**src/hw/rtl/lpms_pkg.sv**
```systemverilog
// Shared types and constants of the longest prefix match selector.
// No dependencies; used by lpms_ctrl, lpms_datapath and the top level.
`default_nettype none

package lpms_pkg;

   // Item kinds on the request channel
   localparam logic KIND_WRITE  = 1'b0;
   localparam logic KIND_LOOKUP = 1'b1;

   // Address families
   localparam logic FAMILY_IPV4 = 1'b0;

   // Compare length limits per family
   localparam logic [7:0] V4_LIMIT = 8'd32;
   localparam logic [7:0] V6_LIMIT = 8'h80;

   // Cap on results per lookup
   localparam int MAX_OUT = 32;
   localparam int EMIT_W  = $clog2(MAX_OUT);

   // Request item
   typedef struct packed {
      logic        kind;
      logic [4:0]  entry_index;
      logic        entry_valid;
      logic        family;
      logic [63:0] address_high;
      logic [63:0] address_low;
      logic [7:0]  prefix_len;
   } req_type;

   // Result item
   typedef struct packed {
      logic       found;
      logic [4:0] hit_index;
      logic [7:0] match_len;
      logic       last;
   } rsp_type;

   // Controller to datapath
   typedef struct packed {
      logic write;      // store the request as a table entry
      logic start;      // capture lookup key, clear best tracking
      logic issue;      // read the entry at the scan index into the score pipe
      logic load_hit;   // load a found result for the scan index
      logic load_miss;  // load the not-found result
      logic last;       // last flag of a found result
   } cmd_type;

   // Datapath to controller
   typedef struct packed {
      logic hit;        // entry at the scan index reaches the best score
      logic last_hit;   // scan index is the final entry at the best score
      logic found;      // some entry of the family was scored
      logic out_free;   // output register can take an item this cycle
   } status_type;

endpackage

`default_nettype wire

```
**src/hw/rtl/lpms_ctrl.sv**
```systemverilog
// Controller: sequences table writes, the scoring scan, the drain of the
// score pipeline and the emit scan. Depends on lpms_pkg.
`default_nettype none

module lpms_ctrl #(
   parameter int TABLE_DEPTH = 32,
   localparam int IDX_W = (TABLE_DEPTH > 1) ? $clog2(TABLE_DEPTH) : 1
) (
   input  wire                      clock,
   input  wire                      reset,
   input  wire                      req_valid,
   input  wire                      req_kind,
   output logic                     req_stall,
   input  lpms_pkg::status_type     status,
   output lpms_pkg::cmd_type        cmd,
   output logic [IDX_W-1:0]         scan_idx
);

   localparam logic [IDX_W-1:0] LAST_IDX = IDX_W'(TABLE_DEPTH - 1);
   // cycles from the final read until best tracking has settled
   localparam logic [2:0] DRAIN_LAST = 3'd4;
   localparam logic [lpms_pkg::EMIT_W-1:0] EMIT_CAP =
      lpms_pkg::EMIT_W'(lpms_pkg::MAX_OUT - 1);

   typedef enum logic [4:0] {
      ST_IDLE  = 5'b00001,
      ST_SCORE = 5'b00010,
      ST_DRAIN = 5'b00100,
      ST_EMIT  = 5'b01000,
      ST_MISS  = 5'b10000
   } state_type;

   state_type                     state_ff, state_in;
   logic [IDX_W-1:0]              idx_ff, idx_in;
   logic [2:0]                    drain_ff, drain_in;
   logic [lpms_pkg::EMIT_W-1:0]   emitted_ff, emitted_in;
   logic                          accept;
   logic                          emit_last;

   assign req_stall = (state_ff != ST_IDLE);
   assign accept    = req_valid && !req_stall;
   assign emit_last = status.last_hit || (emitted_ff == EMIT_CAP);
   assign scan_idx  = idx_ff;

   // next state and commands
   always_comb begin
      state_in   = state_ff;
      idx_in     = idx_ff;
      drain_in   = drain_ff;
      emitted_in = emitted_ff;
      cmd        = '0;
      case (state_ff)
         ST_IDLE: begin
            if (accept) begin
               if (req_kind == lpms_pkg::KIND_WRITE) begin
                  cmd.write = 1'b1;
               end else begin
                  cmd.start = 1'b1;
                  idx_in    = '0;
                  state_in  = ST_SCORE;
               end
            end
         end
         ST_SCORE: begin
            cmd.issue = 1'b1;
            if (idx_ff == LAST_IDX) begin
               drain_in = 3'd0;
               state_in = ST_DRAIN;
            end else begin
               idx_in = idx_ff + 1'b1;
            end
         end
         ST_DRAIN: begin
            if (drain_ff == DRAIN_LAST) begin
               idx_in     = '0;
               emitted_in = '0;
               state_in   = status.found ? ST_EMIT : ST_MISS;
            end else begin
               drain_in = drain_ff + 3'd1;
            end
         end
         ST_EMIT: begin
            if (!status.hit) begin
               idx_in = idx_ff + 1'b1;
            end else if (status.out_free) begin
               cmd.load_hit = 1'b1;
               cmd.last     = emit_last;
               if (emit_last) begin
                  state_in = ST_IDLE;
               end else begin
                  idx_in     = idx_ff + 1'b1;
                  emitted_in = emitted_ff + 1'b1;
               end
            end
         end
         ST_MISS: begin
            if (status.out_free) begin
               cmd.load_miss = 1'b1;
               state_in      = ST_IDLE;
            end
         end
         default: begin
            state_in = ST_IDLE;
         end
      endcase
   end

   always_ff @(posedge clock) begin
      if (reset) begin
         state_ff   <= ST_IDLE;
         idx_ff     <= '0;
         drain_ff   <= 3'd0;
         emitted_ff <= '0;
      end else begin
         state_ff   <= state_in;
         idx_ff     <= idx_in;
         drain_ff   <= drain_in;
         emitted_ff <= emitted_in;
      end
   end

`ifndef SYNTHESIS
   a_load_free: assert property (@(posedge clock) disable iff (reset)
      (cmd.load_hit || cmd.load_miss) |-> status.out_free)
      else $error("result loaded while output register is held");

   a_last_ends: assert property (@(posedge clock) disable iff (reset)
      ((cmd.load_hit && cmd.last) || cmd.load_miss) |=> (state_ff == ST_IDLE))
      else $error("lookup did not end after its last result");

   a_miss_empty: assert property (@(posedge clock) disable iff (reset)
      (state_ff == ST_MISS) |-> !status.found)
      else $error("not-found result while an entry was scored");

   a_start_scan: assert property (@(posedge clock) disable iff (reset)
      cmd.start |=> ((state_ff == ST_SCORE) && (idx_ff == '0)))
      else $error("lookup scan did not start at entry zero");
`endif

endmodule

`default_nettype wire

```
**config.mk**
```make
export PLATFORM = sky130hd
export DESIGN_NAME = lpms_ctrl
export DESIGN_NICKNAME = d
export VERILOG_FILES = /design/src/hw/rtl/lpms_pkg.sv /design/src/hw/rtl/lpms_ctrl.sv
export SDC_FILE = /design/constraint.sdc
export NUM_CORES = 1
export LEC_CHECK = 0
export BUFFER_PORTS_ARGS = -buffer_cell sky130_fd_sc_hd__clkbuf_2
export CELL_PAD_IN_SITES_DETAIL_PLACEMENT = 1
export CELL_PAD_IN_SITES_GLOBAL_PLACEMENT = 2
export CORE_ASPECT_RATIO = 0.5
export CORE_MARGIN = 5
export CORE_UTILIZATION = 34
export CTS_CLUSTER_DIAMETER = 40
export CTS_CLUSTER_SIZE = 8
export DETAILED_ROUTE_END_ITERATION = 8
export MAX_ROUTING_LAYER = met4
export PLACE_DENSITY_LB_ADDON = 0.05
export SYNTH_ARGS = -nofsm -noshare
export SYNTH_HDL_FRONTEND = slang
export SYNTH_SLANG_ARGS = --single-unit
```
**constraint.sdc**
```tcl
create_clock -name clock -period 3.75 [get_ports clock]
set_input_delay 0.375 -clock clock [delete_from_list [all_inputs] [get_ports clock]]
set_output_delay 0.375 -clock clock [all_outputs]
set_load 0.01 [all_outputs]
```
==> reports/qor.txt <==
Gate power share: 16.0%
Mapped Area: 1109 um^2
Vias: 1033
final core occ: 41.39%
Reg power frac: 47.0%
Synth cell types: 41
Worst Hold Class: input port to flip-flop
Yosys reg bits: 18
total negative setup slack: 0 ns
Ant. Diodes: 0
via/cell ratio: 5.466
largest net degree at the start of global routing: 20
Inst Count DP: 185
Pre-Repair DR Iteration Count: 4
I/O Buffers: 19
Final ANT Viol Nets: 0
fin. max-slew vios: 0
Rows: 14
first-iteration detailed-routing DRC count: 18
worst-skew pair later-pin latency: 0.25 ns
met2 WL post-DR: 1.162 mm
uppermost layer routed: met4
crit-path max FO: 8
initial antenna violation count: 0
share of cells above drive strength 1: 18.79%
DRT Wirelength: 2.836 mm
Final Hold Fails: 0
met3 WL: 121 um
CP Class: flip-flop to flip-flop
Worst slew margin: 56.85%
deepest clock path buffer count: 2
CTS-repair resized insts: 0
GRT Total Usage: 13.28%
dpl hpwl: 2.224 mm
top-level port count: 20
clock-pin slew on the worst setup and hold paths: 0.07 ns
f_max: 369.8 MHz
kind of end point of the critical path: flip-flop
CTS tree: yes
Tmin final: 2.704 ns
vias in the first global route: 1047
fillers: 385
Die ar.: 4572 um^2
worst-case clock skew: 0.002373 ns
net switching power figure: 0.1204 mW
final cell count without fillers: 189
DIE HEIGHT: 50.38 um
clk sinks: 18
Avg Inst Size Synth: 8.335 um^2
Most used DFF post-synth: dfxtp_1
Post-synth EDFFs: 0
Routed WL per cell: 15.01 um
htree depth: 1
leakage: 0.5297 nW
P per Cell Area: 343.8 nW/um^2
# hold bufs at CTS: 0
Slew @ Worst Pin: 0.6444 ns
final routed DRC violation total: 0
aggregate global routing overflow: 0
switching share of power: 27.60%
nets: 164
Peak VDD IR: 0.0001907 V
Crit path required time: 3.94 ns
Die Width: 90.75 um
period utilization: 72.12%
global-route wire length before repair: 4.836 mm
asr flop ratio synth: 0%
Initial Util: 36.16%
warnings from Yosys: 0
register area share after synthesis: 32.51%
CP arrival: 2.89 ns
CTS Buf Count: 3
Net Count, Synth: 147
Post-CTS Setup Bufs: 0
startpoint types: flip-flop
core area: 3065 um^2
Mapped Cells: 133
M1 wire length: 1.539 mm
root buf cell: clkbuf_8
area delta synth->final: 14.45%
unrepaired setup endpoints after global routing: false
internal power: 0.3159 mW
GPL Wtd Cong: 0.7095
setup violators final: 0
clock network power share: 37.0%
status: finished clean
number of max-cap violations: 0
[power groups by stage]
stage                     Sequential, mW  Clock [mW]  Combinational [mW]
after floorplan                    0.202           0              0.0545
after global placement             0.209           0              0.0691
after detailed placement           0.210           0              0.0701
after CTS                          0.205       0.166              0.0707
after global routing               0.206       0.173              0.0788
final                              0.205       0.161              0.0697
[metrics by stage]
step	power, mW	worst slack [ns]	cell area [um^2]	hold WS (ns)
finish	0.4362	1.046	1269	0.3934
global route	0.4577	0.8638	1269	0.3912
floorplan	0.2568	1.183	1109	0.4530
CTS	0.4420	1.027	1269	0.3881
global placement	0.2785	1.085	1214	0.4633
detailed placement	0.2797	1.045	1214	0.4718
[sequential cells by signal, summed over array words and instances, names as in the netlist]
name / cells
drain_ff: 3
emitted_ff: 5
scan_idx: 5
state_ff: 5
[worst max-delay path: stages, from the launching register on]
cell and delay (ns):
dfxtp_1 0.34, ha_1 0.21, and3_1 0.18, ha_1 0.21, or3b_1 0.37, and4_4 0.20
a2111o_1 0.49, or4_1 0.53, a21oi_1 0.12
[final cells by class]
cell class                 count  area [um^2]  share of cell area (%)
multi-input combinational    100        678.2                   53.45
sequential                    18        360.3                   28.40
timing repair buffer          19        95.09                   7.495
clock buffer                   4        55.05                   4.339
tap                           40        50.05                   3.945
inverter                       8        30.03                   2.367
[synth_stat cells, drive strengths merged (3+ instances only)]
cell type	n	share of area [%]
mux2i	3	2.7
nor3	10	4.5
nor2b	4	2.3
nor4b	3	2.4
and3	4	2.3
xnor2	5	4.0
inv	8	2.7
and4b	3	2.7
a21oi	8	3.6
nand2	11	3.7
o21ai	3	1.4
ha	6	6.8
nor4	3	2.3
dfxtp	18	33
buf	4	2.5
or3	4	2.5
clkbuf	3	1.1
nor2	9	3.0
[logic make-up (layout without fill, tap and decap cells)]
kind of cell             Yosys count  after routing  share of synthesized area [%]
buffers and inverters             15             31                          6.320
AO/OA/AOI/OAI                     21             21                          12.19
flip-flops                        18             18                          32.51
AND/OR/NAND/NOR                   65             65                          35.55
multiplexers                       3              3                          2.709
adder cells (fa/ha/maj)            6              6                          6.772
XOR/XNOR                           5              5                          3.950
[metal layers]
metal | vias up | GRT usage [%]
met5 | - | -
met4 | 0 | 2.228
met3 | 2 | 4.030
met2 | 15 | 20.24
met1 | 504 | 17.62
li1 | 512 | -
[path summary, 6_finish.rpt]
| path | start | end | slack [ns] | cells after the start |
|---|---|---|---|---|
| max | emitted_ff[0]$_SDFFE_PP0P_ | scan_idx[3]$_SDFFE_PP0P_ | 1.05 | 8 |
| max reg2reg | emitted_ff[0]$_SDFFE_PP0P_ | scan_idx[3]$_SDFFE_PP0P_ | 1.05 | 8 |
| min | status[1] | state_ff[3]$_SDFFE_PP0P_ | 0.39 | 3 |
| min reg2reg | scan_idx[4]$_SDFFE_PP0P_ | scan_idx[4]$_SDFFE_PP0P_ | 0.48 | 2 |
[cell usage in the layout (no fill, tap or decap), drive strengths merged, types with 3 or more instances in the layout]
cell type	Yosys	layout
ha	6	6
nor3	10	10
dfxtp	18	18
nand2	11	11
nor4b	3	3
inv	8	8
o21ai	3	3
and3	4	4
nor2b	4	4
mux2i	3	3
or3	4	4
a21oi	8	8
nor2	9	9
nor4	3	3
clkbuf	3	23
xnor2	5	5
and4b	3	3
No activity file was read; power rests on OpenSTA's default activity.
