**config.mk**
```make
export PLATFORM = sky130hd
export DESIGN_NAME = lpms_datapath
export DESIGN_NICKNAME = d
export VERILOG_FILES = /design/src/hw/rtl/lpms_pkg.sv /design/src/hw/rtl/lpms_datapath.sv
export SDC_FILE = /design/constraint.sdc
export NUM_CORES = 2
export LEC_CHECK = 0
export ABC_CLOCK_PERIOD_IN_PS = 7600
export BUFFER_PORTS_ARGS = -buffer_cell sky130_fd_sc_hd__buf_4
export CAP_MARGIN = 20
export CORE_ASPECT_RATIO = 0.75
export CORE_MARGIN = 3
export CORE_UTILIZATION = 50
export CTS_BUF_LIST = sky130_fd_sc_hd__clkbuf_8 sky130_fd_sc_hd__clkbuf_16
export DETAILED_ROUTE_END_ITERATION = 12
export PLACE_DENSITY = 0.79
export SETUP_SLACK_MARGIN = 0.05
export SYNTH_ARGS = -nofsm -noshare
export SYNTH_HDL_FRONTEND = slang
export SYNTH_MEMORY_MAX_BITS = 65536
export SYNTH_SLANG_ARGS = --single-unit
```
**constraint.sdc**
```tcl
create_clock -name clock -period 7.6 [get_ports clock]
set_input_delay 0.76 -clock clock [delete_from_list [all_inputs] [get_ports clock]]
set_output_delay 0.76 -clock clock [all_outputs]
set_load 0.01 [all_outputs]
```
**src/hw/rtl/lpms_pkg.sv**
```systemverilog
// Shared types and constants of the longest prefix match selector.
// No dependencies; used by lpms_ctrl, lpms_datapath and the top level.
`default_nettype none

package lpms_pkg;

   // Item kinds on the request channel
   localparam logic KIND_WRITE  = 1'b0;
   localparam logic KIND_LOOKUP = 1'b1;

   // Address families
   localparam logic FAMILY_IPV4 = 1'b0;

   // Compare length limits per family
   localparam logic [7:0] V4_LIMIT = 8'd32;
   localparam logic [7:0] V6_LIMIT = 8'h80;

   // Cap on results per lookup
   localparam int MAX_OUT = 32;
   localparam int EMIT_W  = $clog2(MAX_OUT);

   // Request item
   typedef struct packed {
      logic        kind;
      logic [4:0]  entry_index;
      logic        entry_valid;
      logic        family;
      logic [63:0] address_high;
      logic [63:0] address_low;
      logic [7:0]  prefix_len;
   } req_type;

   // Result item
   typedef struct packed {
      logic       found;
      logic [4:0] hit_index;
      logic [7:0] match_len;
      logic       last;
   } rsp_type;

   // Controller to datapath
   typedef struct packed {
      logic write;      // store the request as a table entry
      logic start;      // capture lookup key, clear best tracking
      logic issue;      // read the entry at the scan index into the score pipe
      logic load_hit;   // load a found result for the scan index
      logic load_miss;  // load the not-found result
      logic last;       // last flag of a found result
   } cmd_type;

   // Datapath to controller
   typedef struct packed {
      logic hit;        // entry at the scan index reaches the best score
      logic last_hit;   // scan index is the final entry at the best score
      logic found;      // some entry of the family was scored
      logic out_free;   // output register can take an item this cycle
   } status_type;

endpackage

`default_nettype wire

```
**src/hw/rtl/lpms_datapath.sv**
```systemverilog
// Datapath: entry table memory, valid bits, scoring pipeline, best tracking
// and the result output register. Depends on lpms_pkg.
`default_nettype none

module lpms_datapath #(
   parameter int TABLE_DEPTH = 32,
   localparam int IDX_W = (TABLE_DEPTH > 1) ? $clog2(TABLE_DEPTH) : 1
) (
   input  wire                      clock,
   input  wire                      reset,
   input  lpms_pkg::req_type        req_data,
   input  lpms_pkg::cmd_type        cmd,
   input  wire [IDX_W-1:0]          scan_idx,
   output lpms_pkg::status_type     status,
   output logic                     rsp_valid,
   input  wire                      rsp_stall,
   output lpms_pkg::rsp_type        rsp_data
);

   localparam int WIDE_W = (IDX_W > 5) ? IDX_W : 5;
   localparam logic [8:0] DEPTH_9 = 9'(TABLE_DEPTH);

   // leading zeros of one byte, 0..8
   function automatic logic [3:0] lz8(input logic [7:0] v);
      logic [3:0] n;
      logic       done;
      n    = 4'd0;
      done = 1'b0;
      for (int j = 7; j >= 0; j--) begin
         if (!done) begin
            if (v[j]) begin
               done = 1'b1;
            end else begin
               n = n + 4'd1;
            end
         end
      end
      return n;
   endfunction

   // join four byte counts, MSB byte first, into a 32-bit count
   function automatic logic [5:0] join8(input logic [3:0] c0, input logic [3:0] c1,
                                        input logic [3:0] c2, input logic [3:0] c3);
      logic [3:0] c [4];
      logic [5:0] n;
      logic       done;
      c[0] = c0; c[1] = c1; c[2] = c2; c[3] = c3;
      n    = 6'd0;
      done = 1'b0;
      for (int k = 0; k < 4; k++) begin
         if (!done) begin
            n = n + 6'(c[k]);
            if (c[k] != 4'd8) done = 1'b1;
         end
      end
      return n;
   endfunction

   // join four word counts into a 128-bit count
   function automatic logic [7:0] join32(input logic [5:0] c0, input logic [5:0] c1,
                                         input logic [5:0] c2, input logic [5:0] c3);
      logic [5:0] c [4];
      logic [7:0] n;
      logic       done;
      c[0] = c0; c[1] = c1; c[2] = c2; c[3] = c3;
      n    = 8'd0;
      done = 1'b0;
      for (int k = 0; k < 4; k++) begin
         if (!done) begin
            n = n + 8'(c[k]);
            if (c[k] != 6'd32) done = 1'b1;
         end
      end
      return n;
   endfunction

   // entry table storage
   logic [63:0]            table_hi_ff  [TABLE_DEPTH];
   logic [63:0]            table_lo_ff  [TABLE_DEPTH];
   logic [7:0]             table_pfx_ff [TABLE_DEPTH];
   logic [TABLE_DEPTH-1:0] valid_ff;
   logic [TABLE_DEPTH-1:0] family_ff;

   // lookup key
   logic [63:0] key_hi_ff;
   logic [63:0] key_lo_ff;
   logic [7:0]  key_len_ff;
   logic        key_fam_ff;

   // write address and range check
   logic [WIDE_W-1:0] wr_wide;
   logic [IDX_W-1:0]  wr_addr;
   logic              wr_en;

   assign wr_wide = WIDE_W'(req_data.entry_index);
   assign wr_addr = wr_wide[IDX_W-1:0];
   assign wr_en   = cmd.write && (9'(req_data.entry_index) < DEPTH_9);

   // table write and registered read
   logic [63:0]      rd_hi_ff;
   logic [63:0]      rd_lo_ff;
   logic [7:0]       rd_pfx_ff;

   always_ff @(posedge clock) begin
      if (wr_en) begin
         table_hi_ff[wr_addr]  <= req_data.address_high;
         table_lo_ff[wr_addr]  <= req_data.address_low;
         table_pfx_ff[wr_addr] <= req_data.prefix_len;
      end
      rd_hi_ff  <= table_hi_ff[scan_idx];
      rd_lo_ff  <= table_lo_ff[scan_idx];
      rd_pfx_ff <= table_pfx_ff[scan_idx];
   end

   // valid bits cleared at reset, family travels with them
   always_ff @(posedge clock) begin
      if (reset) begin
         valid_ff <= '0;
      end else if (wr_en) begin
         valid_ff[wr_addr] <= req_data.entry_valid;
      end
   end

   always_ff @(posedge clock) begin
      if (wr_en) begin
         family_ff[wr_addr] <= req_data.family;
      end
   end

   // key capture
   always_ff @(posedge clock) begin
      if (cmd.start) begin
         key_hi_ff  <= req_data.address_high;
         key_lo_ff  <= req_data.address_low;
         key_len_ff <= req_data.prefix_len;
         key_fam_ff <= req_data.family;
      end
   end

   // score pipeline tags
   logic             s1_vld_ff, s2_vld_ff, s3_vld_ff, s4_vld_ff;
   logic [IDX_W-1:0] s1_idx_ff, s2_idx_ff, s3_idx_ff, s4_idx_ff;
   logic             s1_vld_in;

   assign s1_vld_in = cmd.issue && valid_ff[scan_idx] && (family_ff[scan_idx] == key_fam_ff);

   always_ff @(posedge clock) begin
      if (reset) begin
         s1_vld_ff <= 1'b0;
         s2_vld_ff <= 1'b0;
         s3_vld_ff <= 1'b0;
         s4_vld_ff <= 1'b0;
      end else begin
         s1_vld_ff <= s1_vld_in;
         s2_vld_ff <= s1_vld_ff;
         s3_vld_ff <= s2_vld_ff;
         s4_vld_ff <= s3_vld_ff;
      end
   end

   always_ff @(posedge clock) begin
      s1_idx_ff <= scan_idx;
      s2_idx_ff <= s1_idx_ff;
      s3_idx_ff <= s2_idx_ff;
      s4_idx_ff <= s3_idx_ff;
   end

   // stage 2: difference, per-byte leading zeros, compare limit
   logic [127:0] diff;
   logic [7:0]   lim_min;
   logic [7:0]   lim_in;
   logic [3:0]   s2_lz8_ff [16];
   logic [7:0]   s2_lim_ff;

   assign diff    = {rd_hi_ff, rd_lo_ff} ^ {key_hi_ff, key_lo_ff};
   assign lim_min = (rd_pfx_ff < key_len_ff) ? rd_pfx_ff : key_len_ff;

   always_comb begin
      lim_in = lim_min;
      if (key_fam_ff == lpms_pkg::FAMILY_IPV4) begin
         if (lim_min > lpms_pkg::V4_LIMIT) lim_in = lpms_pkg::V4_LIMIT;
      end else if (lim_min > lpms_pkg::V6_LIMIT) begin
         lim_in = lpms_pkg::V6_LIMIT;
      end
   end

   always_ff @(posedge clock) begin
      for (int k = 0; k < 16; k++) begin
         s2_lz8_ff[k] <= lz8(diff[127-8*k -: 8]);
      end
      s2_lim_ff <= lim_in;
   end

   // stage 3: per 32-bit word counts
   logic [5:0] s3_lz32_ff [4];
   logic [7:0] s3_lim_ff;

   always_ff @(posedge clock) begin
      for (int g = 0; g < 4; g++) begin
         s3_lz32_ff[g] <= join8(s2_lz8_ff[4*g], s2_lz8_ff[4*g+1],
                                s2_lz8_ff[4*g+2], s2_lz8_ff[4*g+3]);
      end
      s3_lim_ff <= s2_lim_ff;
   end

   // stage 4: full count clipped to the limit
   logic [7:0] lz128;
   logic [7:0] s4_score_ff;

   assign lz128 = join32(s3_lz32_ff[0], s3_lz32_ff[1], s3_lz32_ff[2], s3_lz32_ff[3]);

   always_ff @(posedge clock) begin
      s4_score_ff <= (lz128 < s3_lim_ff) ? lz128 : s3_lim_ff;
   end

   // best score tracking and set of entries at the best score
   logic [7:0]             best_ff;
   logic [TABLE_DEPTH-1:0] hit_ff;
   logic [IDX_W-1:0]       last_ff;
   logic                   found_ff;

   always_ff @(posedge clock) begin
      if (reset) begin
         found_ff <= 1'b0;
         best_ff  <= 8'd0;
         hit_ff   <= '0;
      end else if (cmd.start) begin
         found_ff <= 1'b0;
         best_ff  <= 8'd0;
         hit_ff   <= '0;
      end else if (s4_vld_ff) begin
         found_ff <= 1'b1;
         if (!found_ff || (s4_score_ff > best_ff)) begin
            // new best: this entry alone
            best_ff <= s4_score_ff;
            hit_ff  <= TABLE_DEPTH'(1'b1) << s4_idx_ff;
         end else if (s4_score_ff == best_ff) begin
            hit_ff[s4_idx_ff] <= 1'b1;
         end
      end
   end

   always_ff @(posedge clock) begin
      if (s4_vld_ff && (!found_ff || (s4_score_ff >= best_ff))) begin
         last_ff <= s4_idx_ff;
      end
   end

   // output register
   logic                  rsp_valid_ff;
   lpms_pkg::rsp_type     rsp_data_ff;
   logic [WIDE_W-1:0]     hit_wide;

   assign hit_wide = WIDE_W'(scan_idx);

   always_ff @(posedge clock) begin
      if (reset) begin
         rsp_valid_ff <= 1'b0;
      end else if (cmd.load_hit || cmd.load_miss) begin
         rsp_valid_ff <= 1'b1;
      end else if (!rsp_stall) begin
         rsp_valid_ff <= 1'b0;
      end
   end

   always_ff @(posedge clock) begin
      if (cmd.load_hit) begin
         rsp_data_ff.found     <= 1'b1;
         rsp_data_ff.hit_index <= hit_wide[4:0];
         rsp_data_ff.match_len <= best_ff;
         rsp_data_ff.last      <= cmd.last;
      end else if (cmd.load_miss) begin
         rsp_data_ff.found     <= 1'b0;
         rsp_data_ff.hit_index <= 5'd0;
         rsp_data_ff.match_len <= 8'd0;
         rsp_data_ff.last      <= 1'b1;
      end
   end

   assign rsp_valid = rsp_valid_ff;
   assign rsp_data  = rsp_data_ff;

   // status back to the controller
   assign status.hit      = hit_ff[scan_idx];
   assign status.last_hit = (last_ff == scan_idx);
   assign status.found    = found_ff;
   assign status.out_free = !rsp_valid_ff || !rsp_stall;

endmodule

`default_nettype wire

```
==> flow_summary_export.csv <==
group,metric,value,unit
run_status,run_status,"complete, no violations",
detailed_routing,finalWirelength,473000,µm
worst_setup_path,rr_worst_depth,21,
place,detailed_place_hpwl,222000,µm
worst_setup_path,reg2reg_slack,1.47,ns
worst_setup_path,cp.depth,21,
worst_setup_path,worstSetupEndpoint,"s4_score_ff[3]$_DFF_P_",
sta,period_needed,6.13,ns
clock_tree,clock_sinks,4887,
detailed_routing,drc,0,
run,cap_violations,0,
clock_tree,cts-root-buf,"clkbuf_16",
grt,grt_start_max_net_pins,155,
logic_synthesis,synthesis.nets,8724,
detailed_routing,vias,92600,
pwr,power_density,265,nW/µm²
detailed_routing,drt_iter0_drc,14200,
grt,grt_pass1_wl,678000,µm
sta,finalMaxSlewViolations,0,
pwr,power_leakage,0.0679,µW
logic_synthesis,ys_seq_area_share,75.9,%
worst_setup_path,crit_family,"simple AND/OR/NAND/NOR gates",
logic_synthesis,async_reset_ff_share,0,%
clock_tree,htree_levels,5,
detailed_routing,wl_per_cell,33.4,µm
sta,post-route-period-util,80.6,%
sta,finalHoldViolations,0,
min_path,min_from,"cmd[0]",
logic_synthesis,yosys_warnings,0,
die,die_h,538,µm
clock_tree,cts_hold_buffers,0,
die,start_util,50.5,%
worst_setup_path,cpPeakStageDelay,0.63,ns
final_layout,nFillCells,25500,
logic_synthesis,netlist_top_cells_count,"4540 x edfxtp_1, 1390 x mux4_2, 347 x dfxtp_1, 269 x clkbuf_1, 197 x nor2_1",
clock_tree,postCtsResizedCells,0,
die,dieArea,385000,µm²
sta,max_slew_margin,15.5,%
worst_setup_path,critPathArrivalTime,6.98,ns
worst_setup_path,crit_slowest_cell,"or4b_1",
detailed_routing,vias_per_cell,6.52,
logic_synthesis,synth_edf_count,4540,
logic_synthesis,yosysUniqueCellTypes,66,
sta,finalSetupTns,0,ns
logic_synthesis,synthCells,8383,
detailed_routing,ant_nets,0,
die,die_w,716,µm
min_path,hold_depth,2,
place,place.gp.congestion,0.833,
grt,antenna_found_initial,72,
worst_setup_path,cp-end-kind,"register",
sta,fin_ws,1.47,ns
worst_setup_path,r2r_start,"s3_lz32_ff[0][1]$_DFF_P_",
logic_synthesis,synth_area_leaders,"edfxtp_1 72%, mux4_2 17%, dfxtp_1 3.7%",
die,core_area,374000,µm²
clock_tree,cts_tree,"built",
clock_tree,clkLatencyLatePin,0.97,ns
final_layout,area_growth_syn_to_layout,12.0,%
logic_synthesis,synth_area,189000,µm²
clock_tree,cts_setup_buffers,0,
grt,grt_use_total,24.5,%
clock_tree,clk_pin_slew_worst_paths,0.07,ns
clock_tree,clockBufferDepth,4,
grt,grt_pass1_vias,93500,
worst_setup_path,cp_max_fo,10,
final_layout,drive_above_1_share,28.5,%
worst_setup_path,crit_path_start,"s3_lz32_ff[0][1]$_DFF_P_",
worst_setup_path,crit_buf_inv,0,
final_layout,fin_nets,9127,
worst_setup_path,worstSetupPathType,"reg -> reg",
logic_synthesis,synth_area_per_cell,22.5,µm²
logic_synthesis,ys_ff_latch,4887,
sta,worst_pin_slew,1.27,ns
logic_synthesis,synth.most_common_cell,"edfxtp_1",
logic_synthesis,post-synth-top-area-fraction,72.2,%
logic_synthesis,yosys_most_used_dff,"edfxtp_1",
pwr,ir_drop,0.236,mV
worst_setup_path,r2r_end,"s4_score_ff[3]$_DFF_P_",
sta,clock_skew,0.0918,ns
die,io_pins,178,
logic_synthesis,synth_top_area_cell,"edfxtp_1",
worst_setup_path,cp.required,8.45,ns
grt,grt-ovfl-total,0,
min_path,hold_class,"in -> reg",
die,std_cell_rows,194,
clock_tree,cts_buffers,428,
sta,fmax,0.163,GHz
worst_setup_path,start_kind,"register",
place,port_buffers,176,
place,post-place-ws,1.57,ns
sta,rsz0062_at_grt,"no",
worst_setup_path,path_cells,"or4b_1 -> or3_1 -> o21bai_1 -> ha_1 -> a21oi_1 -> xor2_1 -> mux2_2 -> o31ai_1 -> ha_1 -> o21ai_0 -> nor2_1 -> nor4_1 -> nor4_4 -> a211o_1 -> nand3_1 -> ha_1 -> nand4_1 -> nor2_1 -> a211oi_1 -> o31ai_4 -> mux2_2",
sta,setup_viol,0,
worst_setup_path,cp_common_cell,"ha_1",
detailed_routing,firstDrtPassIters,6,
-- where the power goes --
| part | switching, µW | internal, µW | leakage, µW |
|---|---|---|---|
| registers | 277 | 29900 | 0.0439 |
| clock network | 9680 | 12200 | 0.00745 |
| logic | 2190 | 1650 | 0.0165 |
| total | 12200 | 43800 | 0.0679 |
-- layout make-up --
cell class	count	area (µm²)	share of cell area, %
repair buffers	330	3230	1.53
inverters	114	428	0.202
well taps	4998	6250	2.96
diodes	40	100	0.0473
clock inverters	303	2500	1.18
flip-flops and latches	4887	143000	67.8
clock buffers	494	11700	5.54
multi-input cells	3025	44000	20.8
-- stage by stage --
| stage | hold WS (ns) | instance area (µm²) | total power, µW | instances | utilization (%) |
|---|---|---|---|---|---|
| after global placement | 0.310 | 197000 | 34200 | 13300 | 52.7 |
| after global routing | 0.0354 | 211000 | 57500 | 14200 | 56.5 |
| after CTS | 0.00770 | 211000 | 56200 | 14100 | 56.5 |
| final | 0.0667 | 211000 | 56000 | 14200 | 56.5 |
| after detailed placement | 0.312 | 197000 | 34500 | 13400 | 52.7 |
| after floorplan | 0.310 | 189000 | 33200 | 8383 | - |
-- state kept, by name, indices dropped and copies added (netlist names), 24 cells and up --
signal,count
family_ff,32
hit_ff,32
key_hi_ff,64
key_lo_ff,64
rd_hi_ff,64
rd_lo_ff,64
s2_lz8_ff,64
s3_lz32_ff,24
table_hi_ff,2048
table_lo_ff,2048
table_pfx_ff,256
valid_ff,32
-- how the worst min path moves through the flow --
stage,to,slack (ns)
floorplan,s2_idx_ff[0]$_DFF_P_,0.31
global placement,s4_idx_ff[4]$_DFF_P_,0.31
detailed placement,s3_idx_ff[1]$_DFF_P_,0.31
CTS,rsp_data[0]$_SDFFCE_PN1P_,0.008
global route,rsp_data[0]$_SDFFCE_PN1P_,0.04
finish,rsp_data[0]$_SDFFCE_PN1P_,0.07
-- cell usage in the layout, fill, tap and decap left out, types with 11 or more instances in the layout --
cell type / netlist / final
xor2_1: 141 / 141
mux2_2: 195 / 195
edfxtp_1: 4540 / 4540
clkinvlp_4: 0 / 14
and2_1: 28 / 28
nor3_1: 38 / 38
mux2i_1: 43 / 43
bufinv_16: 0 / 36
nand3_1: 37 / 37
nor2_4: 0 / 32
fa_1: 15 / 15
diode_2: 0 / 40
ha_1: 168 / 168
clkbuf_16: 0 / 437
o21ai_0: 91 / 91
nand2_1: 167 / 167
clkinv_1: 0 / 30
nor2b_1: 46 / 46
a21oi_1: 114 / 114
mux4_2: 1390 / 1390
a21o_1: 30 / 30
nor4_1: 11 / 11
nand4_1: 16 / 16
o21a_1: 16 / 16
clkbuf_8: 0 / 57
nor2_1: 197 / 164
a22o_1: 28 / 28
xnor2_1: 114 / 114
o31a_1: 27 / 27
buf_4: 1 / 268
buf_12: 0 / 53
dfxtp_1: 347 / 347
clkinv_2: 0 / 75
inv_1: 114 / 233
-- cell families (layout without fill, tap and decap cells) --
kind of cell | Yosys count | after routing | synth area share [%]
AOI/OAI and AO/OA | 365 | 365 | 1.24
xor gates and xnor gates | 255 | 255 | 1.18
adders and majority gates | 183 | 183 | 1.27
buffers and inverters | 471 | 1241 | 0.948
DFF | 4887 | 4887 | 75.9
muxes | 1628 | 1628 | 18.0
other | 0 | 40 | 0
and+or+nand+nor | 594 | 594 | 1.48
-- per-layer routing --
layer	vias to the layer above	share of wire [%]	track usage, %
li1	35900	-	-
met1	49000	36	34.1
met2	6604	48	39.0
met3	961	12	5.08
met4	36	3.4	8.47
met5	-	0.048	0
(Power assumes the default switching activity.)
